==> src/hdl/wcs_pkg.sv <==
package wcs_pkg;

   // fixed field widths of the request and response beats
   localparam int CMD_BITS    = 2;
   localparam int IDX_BITS    = 12;
   localparam int WEIGHT_BITS = 32;
   localparam int FRAC_BITS   = 32;
   localparam int DELTA_BITS  = 33;
   localparam int TOTAL_BITS  = 44;
   localparam int CFG_BITS    = 13;
   localparam int CFG_RESET   = 4096;

   localparam int REQ_DATA_BITS = 112;
   localparam int RSP_DATA_BITS = 56;

   // table banks along the row of cells
   localparam int LANES     = 4;
   localparam int LANE_BITS = $clog2(LANES);

   localparam int DEF_CELL_COUNT = 4096;
   localparam int DEF_SUM_WIDTH  = 44;

   typedef enum logic [CMD_BITS-1:0] {
      CMD_LOAD   = 2'd0,
      CMD_SAMPLE = 2'd1,
      CMD_ADJUST = 2'd2
   } command_type;

   // broadcast control to every cell
   typedef struct packed {
      logic rd_en;
      logic wr_en;
      logic load;
      logic sub;
      logic prev_zero;
   } cell_ctl_type;

   // per-cell status back to the sequencer
   typedef struct packed {
      logic last_hit;
      logic above;
   } cell_flag_type;

endpackage

==> src/hdl/wcs_scale.sv <==
module wcs_scale import wcs_pkg::*; #(
   parameter int SUM_WIDTH = DEF_SUM_WIDTH
) (
   input  logic                 clock,
   input  logic [SUM_WIDTH-1:0] total,
   input  logic [FRAC_BITS-1:0] frac,
   output logic [SUM_WIDTH-1:0] target
);

   localparam int PROD_BITS = 2 * FRAC_BITS;

   logic [PROD_BITS-1:0] prod_lo_ff, prod_lo_in;
   logic [SUM_WIDTH-1:0] prod_hi_ff, prod_hi_in;
   logic [SUM_WIDTH-1:0] target_ff, target_in;

   // floor(total * frac / 2^32) split into a high and a low partial product
   always_comb begin
      prod_lo_in = PROD_BITS'(total[FRAC_BITS-1:0]) * PROD_BITS'(frac);
      prod_hi_in = SUM_WIDTH'(total[SUM_WIDTH-1:FRAC_BITS]) * SUM_WIDTH'(frac);
      target_in  = prod_hi_ff + SUM_WIDTH'(prod_lo_ff[PROD_BITS-1:FRAC_BITS]);
   end

   always_ff @(posedge clock) begin
      prod_lo_ff <= prod_lo_in;
      prod_hi_ff <= prod_hi_in;
      target_ff  <= target_in;
   end

   assign target = target_ff;

endmodule

==> config.mk <==
export PLATFORM = sky130hd
export DESIGN_NAME = wcs_scale
export DESIGN_NICKNAME = d
export VERILOG_FILES = /design/src/hdl/wcs_pkg.sv /design/src/hdl/wcs_scale.sv
export SDC_FILE = /design/constraint.sdc
export NUM_CORES = 2
export LEC_CHECK = 0
export CAP_MARGIN = 30
export CORE_MARGIN = 2
export CORE_UTILIZATION = 30
export CTS_CLUSTER_SIZE = 10
export DETAILED_ROUTE_END_ITERATION = 6
export DONT_BUFFER_PORTS = 1
export GPL_ROUTABILITY_DRIVEN = 0
export HOLD_SLACK_MARGIN = 0.05
export PLACE_DENSITY_LB_ADDON = 0.08
export SYNTH_ARGS = -nofsm -noshare
export SYNTH_HDL_FRONTEND = slang
export SYNTH_SLANG_ARGS = --single-unit
==> constraint.sdc <==
create_clock -name clock -period 11.9 [get_ports clock]
set_clock_uncertainty 0.05 [all_clocks]
set_input_delay 0.595 -clock clock [delete_from_list [all_inputs] [get_ports clock]]
set_output_delay 0.595 -clock clock [all_outputs]
set_load 0.03 [all_outputs]
==> flow_metrics.tcl <==
set metrics [dict create \
    cts_hold_buf 0 \
    drc 0 \
    hpwl_um 122000 \
    clk_latency_ps 470 \
    rsz0062_at_grt "no" \
    cp-end-kind "flip-flop" \
    cpMaxStageDelayCell "o31ai_2" \
    period_share_pct 69.6 \
    path_max_fanout 32 \
    cts_buffer_depth 2 \
    grt_start_max_net_pins 45 \
    firstDrtPassIters 7 \
    required_ps 12200 \
    grt_usage_pct 20.1 \
    yosysSeqAreaShare_pct 4.90 \
    start_util_pct 30.2 \
    area_growth_pct 4.40 \
    fillers 17400 \
    port_buffers 0 \
    finalSetupViolations 0 \
    vias 34500 \
    cts_max_level 4 \
    dieArea_um2 167000 \
    critPathTopFamily "adder cells" \
    fmax_ghz 0.121 \
    path_cells "and2_1 -> fa_1 -> fa_1 -> inv_1 -> fa_1 -> fa_1 -> inv_1 -> fa_1 -> fa_1 -> fa_1 -> fa_1 -> ha_1 -> a21oi_1 -> o21ai_0 -> a221o_1 -> o31ai_2 -> o41ai_1 -> a221oi_1 -> o21ai_1 -> xor2_1" \
    synthArstFlopShare_pct 0 \
    cts.repair.resized 0 \
    cp.arrival_ps 8580 \
    drt_iter0_drc 1761 \
    ys.flop_type "dfxtp_1" \
    clk_pin_slew_ps 60 \
    fin_crit_ps 8290 \
    dp.cells 7301 \
    clock_sinks 120 \
    ant_nets 0 \
    wl_per_cell_um 22.2 \
    design.core.area_um2 162000 \
    drt-total-wl_um 163000 \
    slew_headroom_pct 26.1 \
    antenna_found_initial 12 \
    ys_warn_count 0 \
    ios 121 \
    worstMarginPinSlew_ps 1090 \
    synth_area_um2 49000 \
    cts_inserted_buffers 17 \
    maxSlewViolCount 0 \
    die_w_um 408 \
    start_kind "input port" \
    synth_fp_nets 7087 \
    stdcell_count 7337 \
    status "finished clean" \
    grt_overflow 0 \
    grt_pass1_vias 38700 \
    worstSetupPathType "input port to flip-flop" \
    hold_violations 0 \
    crit_buf_inv 2 \
    chipHeight_um 408 \
    synth_edf_count 0 \
    drive_gt1_share_pct 0.969 \
    vias_per_cell 4.70 \
    hold_path.class "input port to flip-flop" \
    avgSynthCellArea_um2 9.01 \
    setup_tns_ps 0 \
    nNetsFinal 6792 \
    slowest_delay_ps 780 \
    top_layer "met5" \
    yosys_register_bits 120 \
    wl_met2_um 82100 \
    met1Wirelength_um 71000 \
    num_rows 148 \
    cts_tree "done" \
    root_buffer "clkbuf_16" \
    crit_top_cell "fa_1" \
    netlist_instances 5440 \
    post-cts-setup-buffer-count 0 \
    maxCapViolCount 0 \
    wl_met3_um 5540 \
    grt_pass1_wl_um 251000 \
    synth.distinct_cells 67 \
]
## worst paths after layout
| check | end | slack [ps] | from | depth (start not counted) |
|---|---|---|---|---|
| min reg2reg | target[43]$_DFF_P_ | 420 | prod_hi_ff[43]$_DFF_P_ | 1 |
| max reg2reg | target[38]$_DFF_P_ | 7580 | prod_lo_ff[32]$_DFF_P_ | 12 |
| min | prod_hi_ff[0]$_DFF_P_ | 400 | frac[0] | 1 |
| max | prod_lo_ff[61]$_DFF_P_ | 3610 | total[16] | 20 |
## kinds of logic (layout without fill, tap and decap cells)
group / after synthesis / count (layout) / synth area share (%)
buf+inv: 1488 / 1206 / 11.4
fa+ha+maj: 1570 / 1570 / 58.4
xor+xnor: 109 / 109 / 1.95
flops: 120 / 120 / 4.90
mux: 1 / 1 / 0.0204
simple gates: 1717 / 1717 / 17.6
compound gates: 435 / 435 / 5.75
other cells: 0 / 4 / 0
## Yosys cell counts, types with 26 or more instances
library cell / count / area, um2
a21o_1: 58 / 435
a21oi_1: 130 / 651
and2_1: 734 / 4590
clkbuf_1: 309 / 1160
dfxtp_1: 120 / 2400
fa_1: 1196 / 23900
ha_1: 374 / 4680
inv_1: 1173 / 4400
nand2_1: 775 / 2910
nand3_1: 26 / 130
nand4_1: 30 / 188
nor2_1: 74 / 278
o21ai_0: 93 / 465
xnor2_1: 70 / 613
xor2_1: 39 / 342
## flip-flops by register name, indices dropped and copies added, names as in the netlist
name and count:
prod_hi_ff 44, target 44, prod_lo_ff 32
## stage by stage
stage	setup WS [ps]	util [%]	instance area [um2]	hold WS (ps)
3_5_place_dp	3230	31.1	50500	388
6_report	3610	31.5	51200	404
4_1_cts	3710	31.5	51100	336
5_1_grt	3400	31.5	51100	367
3_3_place_gp	3220	31.1	50500	416
2_1_floorplan	4190	-	49000	364
## per-layer routing
layer	track usage, %	vias up
li1	-	15400
met5	0	-
met4	4.78	2
met1	26.5	18400
met2	35.2	583
met3	1.99	111
## cell usage in the layout, fill, tap and decap left out, types with 21 or more instances in the layout
cell,count
a21o_1,58
a21oi_1,130
a31oi_1,21
and2_1,734
dfxtp_1,120
fa_1,1196
ha_1,374
inv_1,1173
nand2_1,775
nand3_1,26
nand4_1,30
nor2_1,74
o21a_1,22
o21ai_0,93
xnor2_1,70
xor2_1,39
## layout make-up
cell class | count | area (um2) | area share [%]
multi-input cells | 3832 | 41000 | 80.2
well taps | 2175 | 2720 | 5.32
flip-flops and latches | 120 | 2400 | 4.70
inverters | 1173 | 4400 | 8.61
clock buffers | 18 | 439 | 0.859
diodes | 4 | 10.0 | 0.0196
clock inverters | 14 | 164 | 0.320
repair buffers | 1 | 7.51 | 0.0147
Power is left out: the tool's default activity adds up to more than one toggle a clock period on the data nets, which glitch-free logic cannot reach.
